`src/hw/rtl/pmd_pkg.sv`:
```
// ----------------------------------------------------------------------------
// Polyphase matrix deinterleave package
// Field widths, register map and the metadata record that travels with each
// element through the pipeline.
// ----------------------------------------------------------------------------
package pmd_pkg;

    localparam int ELEM_W  = 64;
    localparam int ROW_W   = 12;
    localparam int COL_W   = 12;
    localparam int CHUNK_W = 14;
    localparam int OFFS_W  = 10;
    localparam int CFG_W   = 13;

    localparam int APB_DATA_W = 32;
    localparam int APB_ADDR_W = 3;

    // Register index, taken from paddr[2].
    localparam logic REG_ROW_COUNT    = 1'b0;
    localparam logic REG_COLUMN_COUNT = 1'b1;

    typedef struct packed {
        logic [ELEM_W-1:0] element;
        logic [ROW_W-1:0]  dest_row;
        logic [COL_W-1:0]  dest_col;
        logic              end_of_matrix;
    } pmd_meta_t;

    // Load enables of the four pipeline stages.
    typedef struct packed {
        logic a;
        logic b;
        logic c;
        logic r;
    } pmd_stage_en_t;

endpackage

```
`src/hw/rtl/pmd_if.sv`:
```
// ----------------------------------------------------------------------------
// Stream interfaces
// Valid/ready channels for the input element and the deinterleaved result.
// ----------------------------------------------------------------------------
interface pmd_in_if
    import pmd_pkg::*;
();
    logic              valid;
    logic              ready;
    logic [ELEM_W-1:0] element_bits;

    modport source (output valid, output element_bits, input ready);
    modport sink   (input valid, input element_bits, output ready);
endinterface

interface pmd_out_if
    import pmd_pkg::*;
();
    logic               valid;
    logic               ready;
    logic [ELEM_W-1:0]  element_out;
    logic [ROW_W-1:0]   dest_row;
    logic [COL_W-1:0]   dest_col;
    logic [CHUNK_W-1:0] dest_chunk;
    logic [OFFS_W-1:0]  dest_offset;
    logic               end_of_matrix;

    modport source (output valid, output element_out, output dest_row, output dest_col,
                    output dest_chunk, output dest_offset, output end_of_matrix,
                    input ready);
    modport sink   (input valid, input element_out, input dest_row, input dest_col,
                    input dest_chunk, input dest_offset, input end_of_matrix,
                    output ready);
endinterface

```
`src/hw/rtl/pmd_cfg_regs.sv`:
```
// ----------------------------------------------------------------------------
// Configuration registers
// APB register file for the matrix dimensions, plus the clamped dimensions
// used by the datapath.
// ----------------------------------------------------------------------------
module pmd_cfg_regs
    import pmd_pkg::*;
#(
    parameter int MAX_DIM = 4096,
    parameter int DIM_W   = 13
) (
    input  logic                  clk,
    input  logic                  rst_n,
    input  logic                  psel,
    input  logic                  penable,
    input  logic                  pwrite,
    input  logic [APB_ADDR_W-1:0] paddr,
    input  logic [APB_DATA_W-1:0] pwdata,
    output logic [APB_DATA_W-1:0] prdata,
    output logic                  pready,
    output logic [DIM_W-1:0]      rows,
    output logic [DIM_W-1:0]      cols
);

    logic [CFG_W-1:0] row_count_reg;
    logic [CFG_W-1:0] row_count_next;
    logic [CFG_W-1:0] column_count_reg;
    logic [CFG_W-1:0] column_count_next;
    logic             wr_en;

    assign pready = 1'b1;
    assign wr_en  = psel && penable && pwrite;

    always_comb
    begin
        row_count_next    = row_count_reg;
        column_count_next = column_count_reg;
        if (wr_en)
        begin
            unique case (paddr[2])
                REG_ROW_COUNT:    row_count_next    = pwdata[CFG_W-1:0];
                REG_COLUMN_COUNT: column_count_next = pwdata[CFG_W-1:0];
                default:          ;
            endcase
        end
    end

    always_ff @(posedge clk or negedge rst_n)
    begin
        if (!rst_n)
        begin
            row_count_reg    <= CFG_W'(1);
            column_count_reg <= CFG_W'(1);
        end
        else
        begin
            row_count_reg    <= row_count_next;
            column_count_reg <= column_count_next;
        end
    end

    always_comb
    begin
        prdata = '0;
        unique case (paddr[2])
            REG_ROW_COUNT:    prdata = APB_DATA_W'(row_count_reg);
            REG_COLUMN_COUNT: prdata = APB_DATA_W'(column_count_reg);
            default:          prdata = '0;
        endcase
    end

    // A zero dimension counts as one, and anything above MAX_DIM is clamped.
    always_comb
    begin
        if (row_count_reg == '0)
            rows = DIM_W'(1);
        else if (32'(row_count_reg) > 32'(MAX_DIM))
            rows = DIM_W'(MAX_DIM);
        else
            rows = DIM_W'(row_count_reg);

        if (column_count_reg == '0)
            cols = DIM_W'(1);
        else if (32'(column_count_reg) > 32'(MAX_DIM))
            cols = DIM_W'(MAX_DIM);
        else
            cols = DIM_W'(column_count_reg);
    end

endmodule

```
`src/hw/rtl/pmd_addr_gen.sv`:
```
// ----------------------------------------------------------------------------
// Source position counters and polyphase address
// Tracks the source row and column and registers the destination row and
// column of each accepted element.
// ----------------------------------------------------------------------------
module pmd_addr_gen
    import pmd_pkg::*;
#(
    parameter int DIM_W = 13,
    parameter int CNT_W = 12
) (
    input  logic              clk,
    input  logic              rst_n,
    input  logic              accept,
    input  logic              load,
    input  logic [ELEM_W-1:0] element_bits,
    input  logic [DIM_W-1:0]  rows,
    input  logic [DIM_W-1:0]  cols,
    output pmd_meta_t         meta_a,
    output logic [CNT_W-1:0]  dr_a,
    output logic [CNT_W-1:0]  dc_a
);

    logic [CNT_W-1:0]  src_row_reg;
    logic [CNT_W-1:0]  src_row_next;
    logic [CNT_W-1:0]  src_col_reg;
    logic [CNT_W-1:0]  src_col_next;
    logic [CNT_W-1:0]  cur_row;
    logic [CNT_W-1:0]  cur_col;
    logic [DIM_W:0]    rows_p1;
    logic [DIM_W:0]    cols_p1;
    logic [DIM_W-1:0]  dr_full;
    logic [DIM_W-1:0]  dc_full;
    logic [CNT_W+ROW_W-1:0] dr_ext;
    logic [CNT_W+COL_W-1:0] dc_ext;
    logic              row_last;
    logic              col_last;
    pmd_meta_t         meta_next;

    // A counter left beyond a shrunken dimension restarts at zero.
    always_comb
    begin
        cur_row = (DIM_W'(src_row_reg) >= rows) ? '0 : src_row_reg;
        cur_col = (DIM_W'(src_col_reg) >= cols) ? '0 : src_col_reg;
    end

    assign row_last = (DIM_W'(cur_row) + DIM_W'(1)) == rows;
    assign col_last = (DIM_W'(cur_col) + DIM_W'(1)) == cols;

    // Odd positions move to the second half, which starts at ceil(dim/2).
    assign rows_p1 = {1'b0, rows} + (DIM_W+1)'(1);
    assign cols_p1 = {1'b0, cols} + (DIM_W+1)'(1);
    assign dr_full = DIM_W'(cur_row >> 1) + (cur_row[0] ? rows_p1[DIM_W:1] : '0);
    assign dc_full = DIM_W'(cur_col >> 1) + (cur_col[0] ? cols_p1[DIM_W:1] : '0);
    assign dr_ext  = {{ROW_W{1'b0}}, dr_full[CNT_W-1:0]};
    assign dc_ext  = {{COL_W{1'b0}}, dc_full[CNT_W-1:0]};

    always_comb
    begin
        meta_next.element       = element_bits;
        meta_next.dest_row      = dr_ext[ROW_W-1:0];
        meta_next.dest_col      = dc_ext[COL_W-1:0];
        meta_next.end_of_matrix = row_last && col_last;
    end

    always_comb
    begin
        src_row_next = src_row_reg;
        src_col_next = src_col_reg;
        if (accept)
        begin
            if (col_last)
            begin
                src_col_next = '0;
                src_row_next = row_last ? '0 : cur_row + CNT_W'(1);
            end
            else
            begin
                src_col_next = cur_col + CNT_W'(1);
                src_row_next = cur_row;
            end
        end
    end

    always_ff @(posedge clk or negedge rst_n)
    begin
        if (!rst_n)
        begin
            src_row_reg <= '0;
            src_col_reg <= '0;
        end
        else
        begin
            src_row_reg <= src_row_next;
            src_col_reg <= src_col_next;
        end
    end

    always_ff @(posedge clk)
    begin
        if (load)
        begin
            meta_a <= meta_next;
            dr_a   <= dr_full[CNT_W-1:0];
            dc_a   <= dc_full[CNT_W-1:0];
        end
    end

endmodule

```
`src/hw/rtl/pmd_index_split.sv`:
```
// ----------------------------------------------------------------------------
// Flat index and chunk split
// Forms the flat destination index and splits it into a chunk number and an
// offset, over three register stages.
// ----------------------------------------------------------------------------
module pmd_index_split
    import pmd_pkg::*;
#(
    parameter int DIM_W      = 13,
    parameter int CNT_W      = 12,
    parameter int CHUNK_SIZE = 1024
) (
    input  logic               clk,
    input  pmd_stage_en_t      en,
    input  pmd_meta_t          meta_a,
    input  logic [CNT_W-1:0]   dr_a,
    input  logic [CNT_W-1:0]   dc_a,
    input  logic [DIM_W-1:0]   cols,
    output pmd_meta_t          meta_r,
    output logic [CHUNK_W-1:0] chunk_r,
    output logic [OFFS_W-1:0]  offset_r
);

    localparam int FW         = 2 * DIM_W;
    localparam int CW         = $clog2(CHUNK_SIZE);
    localparam int RW         = FW + 17;
    localparam bit CHUNK_POW2 = (CHUNK_SIZE & (CHUNK_SIZE - 1)) == 0;

    logic [FW-1:0]         flat_b;
    logic [FW-1:0]         flat_c;
    logic [FW-1:0]         q_c;
    logic [FW-1:0]         q_next;
    logic [RW-1:0]         rem;
    logic [FW+CHUNK_W-1:0] q_ext;
    pmd_meta_t             meta_b;
    pmd_meta_t             meta_c;

    generate
        if (CHUNK_POW2)
        begin : g_shift
            assign q_next = flat_b >> CW;
        end
        else
        begin : g_recip
            // Quotient by a rounded-up reciprocal; exact for every FW-bit index.
            localparam int S  = FW + CW;
            localparam int MW = S + 1;
            localparam logic [63:0] RECIP =
                ((64'd1 << S) + 64'(CHUNK_SIZE) - 64'd1) / 64'(CHUNK_SIZE);

            logic [FW+MW-1:0] prod;

            assign prod   = (FW+MW)'(flat_b) * (FW+MW)'(RECIP[MW-1:0]);
            assign q_next = prod[S+FW-1:S];
        end
    endgenerate

    assign rem   = RW'(flat_c) - RW'(q_c) * RW'(CHUNK_SIZE);
    assign q_ext = {{CHUNK_W{1'b0}}, q_c};

    always_ff @(posedge clk)
    begin
        if (en.b)
        begin
            flat_b <= FW'(dr_a) * FW'(cols) + FW'(dc_a);
            meta_b <= meta_a;
        end
        if (en.c)
        begin
            flat_c <= flat_b;
            q_c    <= q_next;
            meta_c <= meta_b;
        end
        if (en.r)
        begin
            chunk_r  <= q_ext[CHUNK_W-1:0];
            offset_r <= rem[OFFS_W-1:0];
            meta_r   <= meta_c;
        end
    end

endmodule

```
`src/hw/rtl/polyphase_matrix_deinterleave.sv`:
```
// ----------------------------------------------------------------------------
// Polyphase matrix deinterleave
// Address generator for the 2x2 polyphase split of a row-major matrix.
// ----------------------------------------------------------------------------
//  Channel   Direction  Handshake          Contents
//  din       in         valid / ready      element_bits
//  dout      out        valid / ready      element, dest row/col, chunk, offset, last
//  apb       in         psel/penable/...   row_count, column_count
//
//  One element per cycle sustained while dout is ready. The accepting edge
//  loads the address stage; the transaction then passes the flat index
//  multiply and the chunk quotient stages, and the result register takes the
//  remainder and holds the finished transaction. Every stage holds its item
//  while the next one is full and cannot move on, and takes a new one as soon
//  as it frees up, so bubbles close up under a stalled output. Reset clears
//  the valid bits, the source counters and sets both dimensions to one.
// ----------------------------------------------------------------------------
module polyphase_matrix_deinterleave
    import pmd_pkg::*;
#(
    parameter int MAX_DIM    = 4096,
    parameter int CHUNK_SIZE = 1024
) (
    input  logic                  clk,
    input  logic                  rst_n,
    pmd_in_if.sink                din,
    pmd_out_if.source             dout,
    input  logic                  psel,
    input  logic                  penable,
    input  logic                  pwrite,
    input  logic [APB_ADDR_W-1:0] paddr,
    input  logic [APB_DATA_W-1:0] pwdata,
    output logic [APB_DATA_W-1:0] prdata,
    output logic                  pready
);

    localparam int DIM_W = $clog2(MAX_DIM + 1);
    localparam int CNT_W = $clog2(MAX_DIM);

    logic [DIM_W-1:0]   rows;
    logic [DIM_W-1:0]   cols;
    logic               v_a_reg;
    logic               v_b_reg;
    logic               v_c_reg;
    logic               v_r_reg;
    logic               v_a_next;
    logic               v_b_next;
    logic               v_c_next;
    logic               v_r_next;
    pmd_stage_en_t      en;
    logic               accept;
    pmd_meta_t          meta_a;
    pmd_meta_t          meta_r;
    logic [CNT_W-1:0]   dr_a;
    logic [CNT_W-1:0]   dc_a;
    logic [CHUNK_W-1:0] chunk_r;
    logic [OFFS_W-1:0]  offset_r;

    pmd_cfg_regs #(
        .MAX_DIM (MAX_DIM),
        .DIM_W   (DIM_W)
    ) u_cfg (
        .clk     (clk),
        .rst_n   (rst_n),
        .psel    (psel),
        .penable (penable),
        .pwrite  (pwrite),
        .paddr   (paddr),
        .pwdata  (pwdata),
        .prdata  (prdata),
        .pready  (pready),
        .rows    (rows),
        .cols    (cols)
    );

    // A stage loads when it is empty or its content moves on this cycle.
    always_comb
    begin
        en.r = !v_r_reg || dout.ready;
        en.c = !v_c_reg || en.r;
        en.b = !v_b_reg || en.c;
        en.a = !v_a_reg || en.b;
    end

    assign din.ready = en.a;
    assign accept    = din.valid && en.a;

    always_comb
    begin
        v_a_next = en.a ? din.valid : v_a_reg;
        v_b_next = en.b ? v_a_reg   : v_b_reg;
        v_c_next = en.c ? v_b_reg   : v_c_reg;
        v_r_next = en.r ? v_c_reg   : v_r_reg;
    end

    always_ff @(posedge clk or negedge rst_n)
    begin
        if (!rst_n)
        begin
            v_a_reg <= 1'b0;
            v_b_reg <= 1'b0;
            v_c_reg <= 1'b0;
            v_r_reg <= 1'b0;
        end
        else
        begin
            v_a_reg <= v_a_next;
            v_b_reg <= v_b_next;
            v_c_reg <= v_c_next;
            v_r_reg <= v_r_next;
        end
    end

    pmd_addr_gen #(
        .DIM_W (DIM_W),
        .CNT_W (CNT_W)
    ) u_addr (
        .clk          (clk),
        .rst_n        (rst_n),
        .accept       (accept),
        .load         (en.a),
        .element_bits (din.element_bits),
        .rows         (rows),
        .cols         (cols),
        .meta_a       (meta_a),
        .dr_a         (dr_a),
        .dc_a         (dc_a)
    );

    pmd_index_split #(
        .DIM_W      (DIM_W),
        .CNT_W      (CNT_W),
        .CHUNK_SIZE (CHUNK_SIZE)
    ) u_split (
        .clk      (clk),
        .en       (en),
        .meta_a   (meta_a),
        .dr_a     (dr_a),
        .dc_a     (dc_a),
        .cols     (cols),
        .meta_r   (meta_r),
        .chunk_r  (chunk_r),
        .offset_r (offset_r)
    );

    assign dout.valid         = v_r_reg;
    assign dout.element_out   = meta_r.element;
    assign dout.dest_row      = meta_r.dest_row;
    assign dout.dest_col      = meta_r.dest_col;
    assign dout.dest_chunk    = chunk_r;
    assign dout.dest_offset   = offset_r;
    assign dout.end_of_matrix = meta_r.end_of_matrix;

`ifndef SYNTHESIS
    a_accept_fills_a: assert property (@(posedge clk) disable iff (!rst_n)
        accept |=> v_a_reg)
        else $error("accepted transaction did not reach the address stage");

    a_a_moves_to_b: assert property (@(posedge clk) disable iff (!rst_n)
        v_a_reg && en.b |=> v_b_reg)
        else $error("address stage content lost on its way to the index stage");

    a_c_moves_to_r: assert property (@(posedge clk) disable iff (!rst_n)
        v_c_reg && en.r |=> v_r_reg)
        else $error("quotient stage content lost on its way to the result register");
`endif

endmodule
```
`src/flat_wrapper.sv`:
```
// flat-port wrapper written by rule: the top's interface ports become plain ports
module polyphase_matrix_deinterleave_flat import pmd_pkg::*;
#(
    parameter int MAX_DIM    = 4096,
    parameter int CHUNK_SIZE = 1024
)
  (clk, rst_n, psel, penable, pwrite, paddr, pwdata, prdata, pready, din_valid, din_element_bits, din_ready, dout_valid, dout_element_out, dout_dest_row, dout_dest_col, dout_dest_chunk, dout_dest_offset, dout_end_of_matrix, dout_ready);
  pmd_in_if din_i ();
  pmd_out_if dout_i ();
  input  logic clk;
  input  logic rst_n;
  input  logic psel;
  input  logic penable;
  input  logic pwrite;
  input  logic [APB_ADDR_W-1:0] paddr;
  input  logic [APB_DATA_W-1:0] pwdata;
  output logic [APB_DATA_W-1:0] prdata;
  output logic pready;
  input wire logic [$bits(din_i.valid)-1:0] din_valid;
  input wire logic [$bits(din_i.element_bits)-1:0] din_element_bits;
  output wire logic [$bits(din_i.ready)-1:0] din_ready;
  output wire logic [$bits(dout_i.valid)-1:0] dout_valid;
  output wire logic [$bits(dout_i.element_out)-1:0] dout_element_out;
  output wire logic [$bits(dout_i.dest_row)-1:0] dout_dest_row;
  output wire logic [$bits(dout_i.dest_col)-1:0] dout_dest_col;
  output wire logic [$bits(dout_i.dest_chunk)-1:0] dout_dest_chunk;
  output wire logic [$bits(dout_i.dest_offset)-1:0] dout_dest_offset;
  output wire logic [$bits(dout_i.end_of_matrix)-1:0] dout_end_of_matrix;
  input wire logic [$bits(dout_i.ready)-1:0] dout_ready;
  assign din_i.valid = din_valid;
  assign din_i.element_bits = din_element_bits;
  assign din_ready = din_i.ready;
  assign dout_valid = dout_i.valid;
  assign dout_element_out = dout_i.element_out;
  assign dout_dest_row = dout_i.dest_row;
  assign dout_dest_col = dout_i.dest_col;
  assign dout_dest_chunk = dout_i.dest_chunk;
  assign dout_dest_offset = dout_i.dest_offset;
  assign dout_end_of_matrix = dout_i.end_of_matrix;
  assign dout_i.ready = dout_ready;
  polyphase_matrix_deinterleave #(.MAX_DIM(MAX_DIM), .CHUNK_SIZE(CHUNK_SIZE)) u_core (.clk(clk), .rst_n(rst_n), .din(din_i), .dout(dout_i), .psel(psel), .penable(penable), .pwrite(pwrite), .paddr(paddr), .pwdata(pwdata), .prdata(prdata), .pready(pready));
endmodule
```
`config.mk`:
```
export PLATFORM = sky130hd
export DESIGN_NAME = polyphase_matrix_deinterleave_flat
export DESIGN_NICKNAME = d
export VERILOG_FILES = /design/src/hw/rtl/pmd_pkg.sv /design/src/hw/rtl/pmd_if.sv /design/src/hw/rtl/pmd_cfg_regs.sv /design/src/hw/rtl/pmd_addr_gen.sv /design/src/hw/rtl/pmd_index_split.sv /design/src/hw/rtl/polyphase_matrix_deinterleave.sv /design/src/flat_wrapper.sv
export SDC_FILE = /design/constraint.sdc
export NUM_CORES = 1
export LEC_CHECK = 0
export ABC_CLOCK_PERIOD_IN_PS = 6300
export BUFFER_PORTS_ARGS = -buffer_cell sky130_fd_sc_hd__clkbuf_2
export CAP_MARGIN = 20
export CORE_MARGIN = 2
export CORE_UTILIZATION = 53
export DETAILED_ROUTE_END_ITERATION = 8
export HOLD_SLACK_MARGIN = 0.1
export PLACE_DENSITY = 0.86
export SYNTH_ARGS = -nofsm -noshare
export SYNTH_HDL_FRONTEND = slang
export SYNTH_SLANG_ARGS = --single-unit
```
`constraint.sdc`:
```
create_clock -name clk -period 6.3 [get_ports clk]
set_clock_uncertainty 0.2 [all_clocks]
set_input_delay 0.63 -clock clk [delete_from_list [all_inputs] [get_ports clk]]
set_output_delay 0.63 -clock clk [all_outputs]
set_load 0.02 [all_outputs]
```
Yosys cells after proc, flatten, opt, wreduce, memory -nomap -nowiden
Index checks and enable logic that the tools add are counted.
{"block": "classes", "add_sub_neg": 10, "n_mul": 1, "div_mod_pow": 0, "magnitude_cmp": 4, "eq_ne": 2, "shift": 0, "muxes": 12, "bitwise_logic": 1, "n_reduce_logical": 16}
{"op": "2-to-1 mux 12 bit", "count": 7}
{"op": "one-hot mux 32 bit (2 select lines)", "count": 1}
{"op": "2-to-1 mux 13 bit", "count": 4}
{"op": "adder 12 x 1 -> 13 bit (second input constant)", "count": 2}
{"op": "adder 13 x 1 -> 13 bit (second input constant)", "count": 2}
{"op": "== test 13 bit", "count": 2}
{"op": ">= comparator 12 x 13 -> 1 bit", "count": 2}
{"op": "> comparator 13 bit (second input constant)", "count": 2}
{"op": "zero test 13 bit", "count": 2}
{"op": "adder 11 x 12 -> 12 bit", "count": 2}
{"op": "adder 12 x 1 -> 12 bit (second input constant)", "count": 2}
{"op": "adder 24 x 12 -> 24 bit", "count": 1}
{"op": "multiplier 12 x 13 -> 24 bit", "count": 1}
{"op": "subtractor 10 x 1 -> 10 bit (second input constant)", "count": 1}
{"op": "logical AND 1 bit", "count": 4}
{"op": "zero test 1 bit", "count": 4}
{"op": "logical OR 1 bit", "count": 4}
{"op": "AND reduction 2 bit", "count": 2}
{"op": "NOT 1 bit", "count": 1}
{"block": "word_totals", "ff_bits": 482, "latch_bits": 0, "ramBits": 0, "romBits": 0, "in_bits": 106, "out_inout_bits": 148, "wordCells": 75, "n_memories": 0}

Longest topological paths before layout
Gate-level depths: netlist of the first run.
{"block": "logic_depth", "ltp_word": 9, "depth_mapped": 25, "ltp_nobuf": 24}

By module
A second synthesis of the first run with hierarchy kept.
{"block": "hier_totals", "hier_cells": 1913, "area_unflattened_um2": 24997.7}
{"module": "pmd_index_split", "n_inst": 1, "cells_per_inst": 995, "area_per_inst_um2": 15738.8, "seq_area_each_um2": 10179.8}
{"module": "pmd_addr_gen", "n_inst": 1, "cells_per_inst": 774, "area_per_inst_um2": 7519.7, "seq_area_each_um2": 3273.1}
{"module": "pmd_cfg_regs", "n_inst": 1, "cells_per_inst": 130, "area_per_inst_um2": 1574.0, "seq_area_each_um2": 653.1}
{"module": "polyphase_matrix_deinterleave", "n_inst": 1, "cells_per_inst": 14, "area_per_inst_um2": 165.2, "seq_area_each_um2": 100.1}

Worst setup path before layout of the first run
No wires, ideal clock.
{"block": "synth_timing", "path_type": "register to register", "startpoint": "register u_core.u_cfg.column_count_reg[8]", "endpoint": "register u_core.u_split.flat_b[22], data pin", "setup_time_ps": 258, "arrival_ps": 5717, "t_required_ps": 5842, "setup_slack_ps": 125, "stages_incl_launch_ff": 23, "n_path_buf": 1, "synth_period_minus_slack_ps": 6175, "cell_sequence": "dfrtp_1 nor4_1 a31oi_1 nor2_1 clkbuf_1 nand2_1 fa_1 fa_1 inv_1 fa_1 fa_1 inv_1 fa_1 inv_1 ha_1 nand3_1 a211o_1 a31oi_1 a41oi_1 a21oi_1 a21o_1 a21oi_1 xnor2_1"}
{"block": "synth_between", "elab_chain_len": 5, "elab_cells_between_ends": 6, "cone_classes": "add/sub (1); mul (1); order compare (1); mux (2); reduce/logical (1)"}
{"item": "from (decl)", "line_no": "pmd_cfg_regs.sv:27", "source": "logic [CFG_W-1:0] column_count_reg;"}
{"item": "from (signal assigned)", "line_no": "pmd_cfg_regs.sv:58", "source": "column_count_reg <= column_count_next;"}
{"item": "> comparator 13 bit", "line_no": "pmd_cfg_regs.sv:84", "source": "else if (32'(column_count_reg) > 32'(MAX_DIM))"}
{"item": "2-to-1 mux 13 bit", "line_no": "pmd_cfg_regs.sv:84"}
{"item": "2-to-1 mux 13 bit (*)", "line_no": "pmd_cfg_regs.sv:82", "source": "if (column_count_reg == '0)"}
{"item": "multiplier 12 x 13 -> 24 bit (*)", "line_no": "pmd_index_split.sv:65", "source": "flat_b <= FW'(dr_a) * FW'(cols) + FW'(dc_a);"}
{"item": "adder 24 x 12 -> 24 bit (*)", "line_no": "pmd_index_split.sv:65"}
{"item": "to (signal assigned)", "line_no": "pmd_index_split.sv:65"}
{"item": "to (decl)", "line_no": "pmd_index_split.sv:29", "source": "logic [FW-1:0] flat_b;"}
Every way passes the cells marked *; elsewhere a longest branch is shown, timed or not.
A chain may end at the register's enable or synchronous reset.

Final worst setup path of the first run
{"block": "layout_timing", "startpoint": "register u_core.u_cfg.column_count_reg[7]", "endpoint": "register u_core.u_split.flat_b[22], data pin"}
Same word-level chain as after synthesis.

==> summary.txt, run 1 <==
Clock tree buffer depth - 3
CORE AREA - 0.0453 mm2
Synth warn - 0
Critical-path maximum fanout - 6
Routed WL per cell - 20.5 um
Row count - 78
Max Clock Freq - 0.162 GHz
Die X - 218 um
DR pass1 iterations - 5
Post-synth top area cell - edfxtp_1
Total track usage - 24.1%
Startpoint types - register
Initial Util - 53.7%
Mean post-synth cell area - 13.5 um2
Dpl hpwl - 36100 um
Synth Register Bits - 482
Die Height - 218 um
Register area share after synthesis - 58.5%
Worst path arrival time - 6.30 ns
Number of global-route vias before repair - 16500
First-pass GRT wire length - 88300 um
Drt total wl - 57000 um
Synth Flop Type - edfxtp_1
Slew margin rel. - 31.9%
Filler cells - 3230
Gp weighted congestion - 0.849
Max-slew violations - 0
Post-route ant nets - 0
Setup TNS - 0 ns
Tcrit/Tclk final - 97.8%
# DRC - 0
Synth top area share - 52.9%
CTS Buf Count - 48
Number of synthesized flops with an enable pin - 428
CP endpoint kind - register
Total Power - 14.5 mW
Leak - 12.3 nW
Critical path data required time - 6.44 ns
Vias per inst - 5.47
Initial antenna violation count - 0
Grt total ovfl - 0
Worst reg2reg path startpoint - u_core.u_cfg.column_count_reg[7]
# setup viols final - 0
Area grow syn2layout - 18.7%
Ant. Diodes - 0
Measured slew at the worst slew-check pin - 1.02 ns
Share of cells above drive strength 1 - 20.2%
Synth top area cells - edfxtp_1 53%, fa_1 10%, ha_1 6.1%, dfrtp_1 5.4%, inv_1 3.5%
FFs w/ async S/R, synth - 11.2%
Final Hold Vio Count - 0
CTS tree - built
HP Start - pwdata[7]
Distinct cells, synth - 79
PD cells - 504 mW/mm2
DR vias - 15200
Period minus WS final - 6.16 ns
Port Buffers - 212
Hold WC Path Type - in -> reg
Max-Cap Viols - 0
Clock transition at path regs - 0.06 ns
Critical path type - reg -> reg
H-Tree Depth - 2
Biggest regs - u_core.u_split.meta_b (89), u_core.u_split.meta_c (89), u_core.u_split.meta_r (89)
Syn Inst Count - 1806
Area of the multi-input gates - 0.00901 mm2
Outcome - complete, no violations
Clock latency on the worst-skew pair - 0.60 ns
Number of I/O pins - 254
Die area - 0.0476 mm2
Root Driver - clkbuf_16
1st-iter DRT viols - 1166
Register area - 0.0142 mm2
Clock sink count - 482
Synth Cell Area - 0.0243 mm2
Pin count of the biggest net entering global routing - 88
Maximum vdd drop - 615 uV
Crit. Startpoint - u_core.u_cfg.column_count_reg[7]
Layout net count - 2495
through the flow:
stage                     instances  util, %  setup WS (ns)  hold slack, ns  instance area (um2)
after floorplan                1824        -          0.125           0.134                24400
after global placement         2614     58.1          0.109           0.201                26300
after detailed placement       2614     58.1        -0.0940           0.205                26300
after CTS                      2781     63.4        -0.0175           0.111                28700
after global routing           2787     63.7         -0.107           0.125                28900
final                          2787     63.7          0.138           0.126                28900
layout make-up:
cell class              count  share of cell area (%)
inverters                 229                    2.99
well taps                 600                    2.60
multi-input cells        1032                    31.2
flip-flops and latches    482                    49.2
clock buffers              58                    4.40
clock inverters            30                    1.09
repair buffers            356                    8.47
worst paths after layout:
path	cells after the start	end	slack, ns
min	2	u_core.u_cfg.row_count_reg[7]	0.13
max reg2reg	25	u_core.u_split.flat_b[22]	0.14
min reg2reg	0	u_core.u_split.chunk_r[2]	0.21
min in group asynchronous	3	u_core.u_cfg.column_count_reg[10]	0.52
max	25	u_core.u_split.flat_b[22]	0.14
max in group asynchronous	3	u_core.u_cfg.column_count_reg[12]	4.88
where the power goes:
group	internal (mW)	switching, mW
clock network	1.66	1.29
registers	4.56	0.542
logic	2.84	3.66
total	9.06	5.49
repair_timing:
action / CTS / global route
buffers inserted: 1 / 5
setup endpoints to repair: 4 / 6
resized for setup: 5 / 18
hold endpoints to repair: 137 / 0
hold buffers: 78 / 0
pin swaps: 1 / 12
cells in the mapped netlist, types with 4 or more instances:
cell       number
dfrtp_1        52
or3_1           6
nand2_1       130
nor4_1          9
buf_4          25
nand4_1        15
ha_1          118
o2111ai_1       5
o22ai_1         6
and2_1         95
o21a_1          7
a21o_1         14
and3_1         12
nor2_1         68
inv_2           4
fa_1          122
o21ai_1        15
a31oi_1        12
a21oi_1        39
xnor2_1        73
clkbuf_1       46
o21bai_1        6
inv_1         224
nand2b_1       11
nand3_1        36
nor2b_1        25
mux2_2         38
o21ai_0        22
nor3_1         36
a211oi_1        7
xor2_1         19
or2_2           5
edfxtp_1      428
buf_2           6
critical path, stage by stage (launching register included):
cell and delay [ns]:
dfrtp_1 0.41, nor4_2 0.33, a31oi_2 0.19, nor2_2 0.17, buf_4 0.18, nand2_1 0.09
fa_1 0.48, fa_1 0.55, inv_1 0.11, ha_1 0.32, ha_1 0.20, inv_1 0.08
fa_1 0.42, inv_1 0.13, ha_1 0.25, a21o_1 0.22, a211o_1 0.31, a21oi_1 0.14
buf_4 0.15, a211o_4 0.15, a31oi_4 0.09, a41oi_2 0.21, a21oi_2 0.10, a21o_1 0.20
a21oi_2 0.16, xnor2_1 0.08
metal layers:
metal,vias to the layer above,share of wire [%],track usage [%]
li1,6880,-,-
met1,7600,39,29.8
met2,635,51,42.4
met3,122,5.7,3.12
met4,0,3.6,10.7
met5,-,0,0
cell families after synthesis:
| family | synth area share, % |
|---|---|
| compound gates | 5.07 |
| xor+xnor | 3.41 |
| fa+ha+maj | 16.1 |
| buf+inv | 5.30 |
| flops | 58.5 |
| mux | 1.76 |
| other cells | 0.0309 |
| simple gates | 9.86 |
cell usage in the layout, fill, tap and decap left out, drive strengths merged, types with 8 or more instances in the layout:
cell         count
xnor2           73
xor2            19
fa             122
clkinv          19
o21a             8
nand3           38
conb            20
mux2            38
dlygate4sd3     78
a211oi          10
clkbuf         270
edfxtp         428
and2            95
a21o            14
nor3            37
nor2b           26
nand2b          11
and3            12
buf             66
inv            232
nand4           16
nor2            68
o21ai           39
ha             118
a31oi           12
nor4            10
a21oi           39
dfrtp           52
nand2          131
(Power assumes the default switching activity.)
==> inputs of run 2 (changes only) <==
- BUFFER_PORTS_ARGS: -buffer_cell sky130_fd_sc_hd__clkbuf_2 -> default
- DONT_BUFFER_PORTS: default -> 1
- PLACE_DENSITY: 0.86 -> 0.71
==> run 2 against run 1 <==
- maximum frequency increased by 2.1%
- critical path depth decreased by 2
- non-clock buffer count decreased by 208
- worst hold slack improved by 0.087 ns
- die area unchanged
- register-to-register slack improved by 0.13 ns
- cell area decreased by 3.3%
- critical path type unchanged
- largest cell class unchanged
- largest power group unchanged
- highest routed layer unchanged
==> summary.txt, run 2 (synthesis results as in run 1) <==
Row count - 78
Place WS - -0.0371 ns
Hold WC Path Type - reg -> reg
Final worst slack - 0.265 ns
Outcome - complete, no violations
Internal power - 8.79 mW
Placement Cell Area - 0.0252 mm2
Total track usage - 21.5%
Critical path type - reg -> reg
# setup viols final - 0
Combinational Power Share - 41.4%
Initial antenna violation count - 0
Critical path data required time - 6.42 ns
Share of cells above drive strength 1 - 11.7%
Fin area - 0.0279 mm2
Gp weighted congestion - 0.878
Most frequent cells in the layout - 428 x edfxtp_1, 223 x inv_1, 128 x nand2_1
CP endpoint kind - register
Vias per inst - 5.41
Number of global-route vias before repair - 14700
PD cells - 499 mW/mm2
Tightest hold margin - 0.212 ns
Sw Pwr - 5.14 mW
Area grow syn2layout - 14.8%
Inst Count DP - 2406
DR pass1 iterations - 5
Biggest regs - u_core.u_split.meta_b (89), u_core.u_split.meta_c (89), u_core.u_split.meta_r (89)
HP Start - u_core.u_split.flat_c[8]
Slew margin rel. - 29.4%
Worst path arrival time - 6.16 ns
Power share of the sequential group - 37.6%
Clock transition at path regs - 0.06 ns
Worst reg2reg path startpoint - u_core.u_cfg.column_count_reg[2]
Setup TNS - 0 ns
Leak - 11.5 nW
Initial Util - 53.7%
Max-slew violations - 0
Ant. Diodes - 0
Post-route ant nets - 0
# DRC - 0
RR Endpoint - u_core.u_split.flat_b[23]
Die area - 0.0476 mm2
Critical-path maximum fanout - 6
Final Core Density - 61.6%
Number of I/O pins - 254
Root Driver - clkbuf_16
Hold Path Sink - u_core.u_split.offset_r[8]
CTS Buf Count - 48
Max-Cap Viols - 0
Dpl hpwl - 33800 um
Reg2Reg Depth - 23
Max Clock Freq - 0.166 GHz
Clock tree buffer depth - 3
Switch share - 36.9%
Maximum vdd drop - 435 uV
H-Tree Depth - 2
Drt total wl - 49700 um
Commonest non-fill, non-tap cell in the layout - edfxtp_1
Hold depth - 0
Total Power - 13.9 mW
Startpoint types - register
Layout net count - 2287
Measured slew at the worst slew-check pin - 1.06 ns
Clock latency on the worst-skew pair - 0.60 ns
Die Height - 218 um
Tcrit/Tclk final - 95.8%
Die X - 218 um
Final Hold Vio Count - 0
FF-to-FF setup slack - 0.26 ns
Finished Layout Cells - 2577
Clock sink count - 482
CORE AREA - 0.0453 mm2
Grt total ovfl - 0
1st-iter DRT viols - 922
CTS tree - built
DR vias - 13900
Port Buffers - 0
Routed WL per cell - 19.3 um
Period minus WS final - 6.04 ns
Pin count of the biggest net entering global routing - 94
First-pass GRT wire length - 79800 um
Clock power frac - 21.0%
==> run 2: changes by cell type in the layout (fill, tap and decap cells not counted), sizes merged <==
cell / change
clkinv: -2
buf: +3
bufinv: +2
clkbuf: -213
clkinvlp: -1
dlygate4sd3: +1
==> run 2: area by class of cell <==
class                   count  area (um2)
inverters                 229         862
clock buffers              57        1260
flip-flops and latches    482       14200
fillers                  3425       17400
clock inverters            29         354
repair buffers            148        1430
multi-input cells        1032        9030
well taps                 600         751
==> run 2: worst max-delay path, cell delays in order (launching register included) <==
cell      delay, ns
dfrtp_1        0.39
buf_4          0.15
nor2b_1        0.14
buf_4          0.15
buf_4          0.16
and2_1         0.17
fa_1           0.56
fa_1           0.46
fa_1           0.53
fa_1           0.55
inv_1          0.06
fa_1           0.52
inv_1          0.04
ha_1           0.29
buf_4          0.16
and3_1         0.14
nand3_1        0.11
nand4_1        0.13
a31oi_2        0.27
nor2b_1        0.09
o21ai_1        0.15
buf_4          0.13
a21o_1         0.13
a211oi_1       0.08
==> run 2: what timing repair did <==
item | CTS | global route
hold endpoints to repair | 145 | 0
hold buffers | 80 | 0
endpoints found under the setup margin | 4 | 7
setup buffers | 0 | 3
gates resized for setup | 2 | 33
pin swaps | 0 | 15
==> run 2: routing by layer <==
| layer | track usage, % | wire length, um | vias to the layer above |
|---|---|---|---|
| met3 | 3.63 | 2620 | 72 |
| met5 | 0 | 0 | - |
| met1 | 28.9 | 21400 | 7017 |
| met4 | 5.80 | 1110 | 0 |
| li1 | - | - | 6467 |
| met2 | 36.5 | 24600 | 393 |
==> run 2: worst max-delay path by stage <==
stage	from	to	cells past startpoint
2_1_floorplan	u_core.u_cfg.column_count_reg[8]	u_core.u_split.flat_b[22]	22
3_3_place_gp	u_core.u_cfg.column_count_reg[7]	u_core.u_split.flat_b[23]	25
3_5_place_dp	u_core.u_cfg.column_count_reg[12]	u_core.u_split.flat_b[22]	23
4_1_cts	u_core.u_cfg.column_count_reg[2]	u_core.u_split.flat_b[23]	25
5_1_grt	u_core.u_cfg.column_count_reg[12]	u_core.u_split.flat_b[23]	23
6_report	u_core.u_cfg.column_count_reg[2]	u_core.u_split.flat_b[23]	23
==> run 2: power by group through the flow <==
stage,Combinational [mW],Sequential (mW),Clock (mW)
floorplan,4.20,5.02,0
global placement,5.27,5.25,0
finish,5.76,5.24,2.93
detailed placement,5.42,5.30,0
CTS,5.55,5.25,3.00
global route,6.60,5.33,3.12
==> inputs of run 3 (changes only) <==
- CTS_BUF_LIST: default -> sky130_fd_sc_hd__clkbuf_4 sky130_fd_sc_hd__clkbuf_8
==> run 3 against run 2 <==
- first-iteration DRC count fell by 8.7%
- combinational power grew 1%
- global-route usage is 0.58 points lower
- highest routed layer unchanged
- largest cell class unchanged
- count of clock-buffer cells in the layout grew 53
- non-clock buffer count rose by 3
- clock power decreased by 13%
==> summary.txt, run 3 (synthesis results as in run 1) <==
H-Tree Depth - 3
Tcrit/Tclk final - 96.0%
Die X - 218 um
Post-route ant nets - 0
Place WS - -0.0371 ns
Port Buffers - 0
Vias per inst - 5.35
Outcome - complete, no violations
CP endpoint kind - register
Root Driver - clkbuf_8
Biggest regs - u_core.u_split.meta_b (89), u_core.u_split.meta_c (89), u_core.u_split.meta_r (89)
Slew margin rel. - 31.5%
Critical path type - reg -> reg
Commonest non-fill, non-tap cell in the layout - edfxtp_1
DR vias - 14100
Final worst slack - 0.251 ns
Total track usage - 20.9%
Initial Util - 53.7%
Drt total wl - 48200 um
Inst Count DP - 2406
Final Hold Vio Count - 0
Row count - 78
# setup viols final - 0
Pin count of the biggest net entering global routing - 94
Area grow syn2layout - 14.7%
Max-Cap Viols - 0
First-pass GRT wire length - 77800 um
Worst path arrival time - 6.21 ns
Clock transition at path regs - 0.07 ns
Leak - 11.5 nW
Die area - 0.0476 mm2
Clock sink count - 482
Hold WC Path Type - reg -> reg
Number of I/O pins - 254
Period minus WS final - 6.05 ns
RSZ-0062 raised after global routing - yes
Initial antenna violation count - 0
Number of global-route vias before repair - 15000
DR pass1 iterations - 5
Maximum vdd drop - 457 uV
Critical path data required time - 6.46 ns
CTS Buf Count - 77
Clock tree buffer depth - 3
Max Clock Freq - 0.165 GHz
Ant. Diodes - 0
Dpl hpwl - 33800 um
Max-slew violations - 0
FF-to-FF setup slack - 0.25 ns
Critical-path maximum fanout - 4
Routed WL per cell - 18.3 um
Most frequent cells in the layout - 428 x edfxtp_1, 223 x inv_1, 127 x nand2_1
Die Height - 218 um
Measured slew at the worst slew-check pin - 1.03 ns
CORE AREA - 0.0453 mm2
Share of cells above drive strength 1 - 14.8%
# DRC - 0
Startpoint types - register
Gp weighted congestion - 0.878
CTS tree - built
Layout net count - 2319
Clock latency on the worst-skew pair - 0.65 ns
Grt total ovfl - 0
PD cells - 488 mW/mm2
1st-iter DRT viols - 842
Finished Layout Cells - 2628
## run 3: layout make-up
class / instances / area, um2
fillers: 3418 / 17400
flip-flops and latches: 482 / 14200
multi-input cells: 1032 / 9100
repair buffers: 151 / 1470
clock buffers: 110 / 1330
inverters: 229 / 862
well taps: 600 / 751
clock inverters: 24 / 156
## run 3: final timing paths
path	to	startpoint	cells after the start
min in group asynchronous	u_core.u_addr.src_row_reg[8]	rst_n	2
worst max-delay path	u_core.u_split.flat_b[22]	u_core.u_cfg.column_count_reg[8]	21
worst min-delay path	u_core.u_split.meta_r[20]	u_core.u_split.meta_c[20]	0
worst min register to register	u_core.u_split.meta_r[20]	u_core.u_split.meta_c[20]	0
worst max register to register	u_core.u_split.flat_b[22]	u_core.u_cfg.column_count_reg[8]	21
max in group asynchronous	u_core.u_cfg.row_count_reg[0]	rst_n	2
## run 3: what timing repair did
action                                  in CTS  in global routing
hold buffers                                80                  0
setup buffers                                0                  6
pin swaps                                    0                 19
resized for setup                            2                 50
hold endpoints to repair                   145                  0
endpoints found under the setup margin       4                  7
gates cloned                                 0                  0
## run 3: worst max-delay path: stages (launching register included)
cell and delay (ns):
dfrtp_1 0.40, nor4_2 0.32, a31oi_2 0.20, nor2_4 0.20
nand2_2 0.08, fa_1 0.50, fa_1 0.55, inv_1 0.06
fa_1 0.46, fa_1 0.54, inv_1 0.05, fa_1 0.53
inv_1 0.06, ha_4 0.27, nand3_1 0.08, a211o_1 0.35
a31oi_4 0.23, a41oi_4 0.16, a21oi_2 0.19, a21o_1 0.14
a21oi_2 0.06, xnor2_1 0.13
## run 3: metal layers
layer	track usage [%]	wire [um]	vias to the layer above
met1	27.1	20500	6984
met2	35.1	23700	448
met4	8.30	1240	0
li1	-	-	6549
met3	3.97	2660	75
met5	0	0	-
## run 3: through the flow
step	cell area [um2]	TNS (ns)	hold slack [ns]	utilization, %	power, mW
finish	27900	0	0.207	61.6	13.6
global route	27900	-0.0352	0.207	61.6	14.8
CTS	27600	0	0.193	60.9	13.4
detailed placement	25200	-0.0371	0.136	55.7	10.7
global placement	25200	0	0.136	55.7	10.5
floorplan	24400	0	0.134	-	9.22
## run 3: power breakdown
group	internal, mW	total (mW)	switching, mW
Sequential	4.57	5.23	0.664
Clock	1.37	2.54	1.17
Combinational	2.57	5.83	3.26
Total	8.51	13.6	5.09
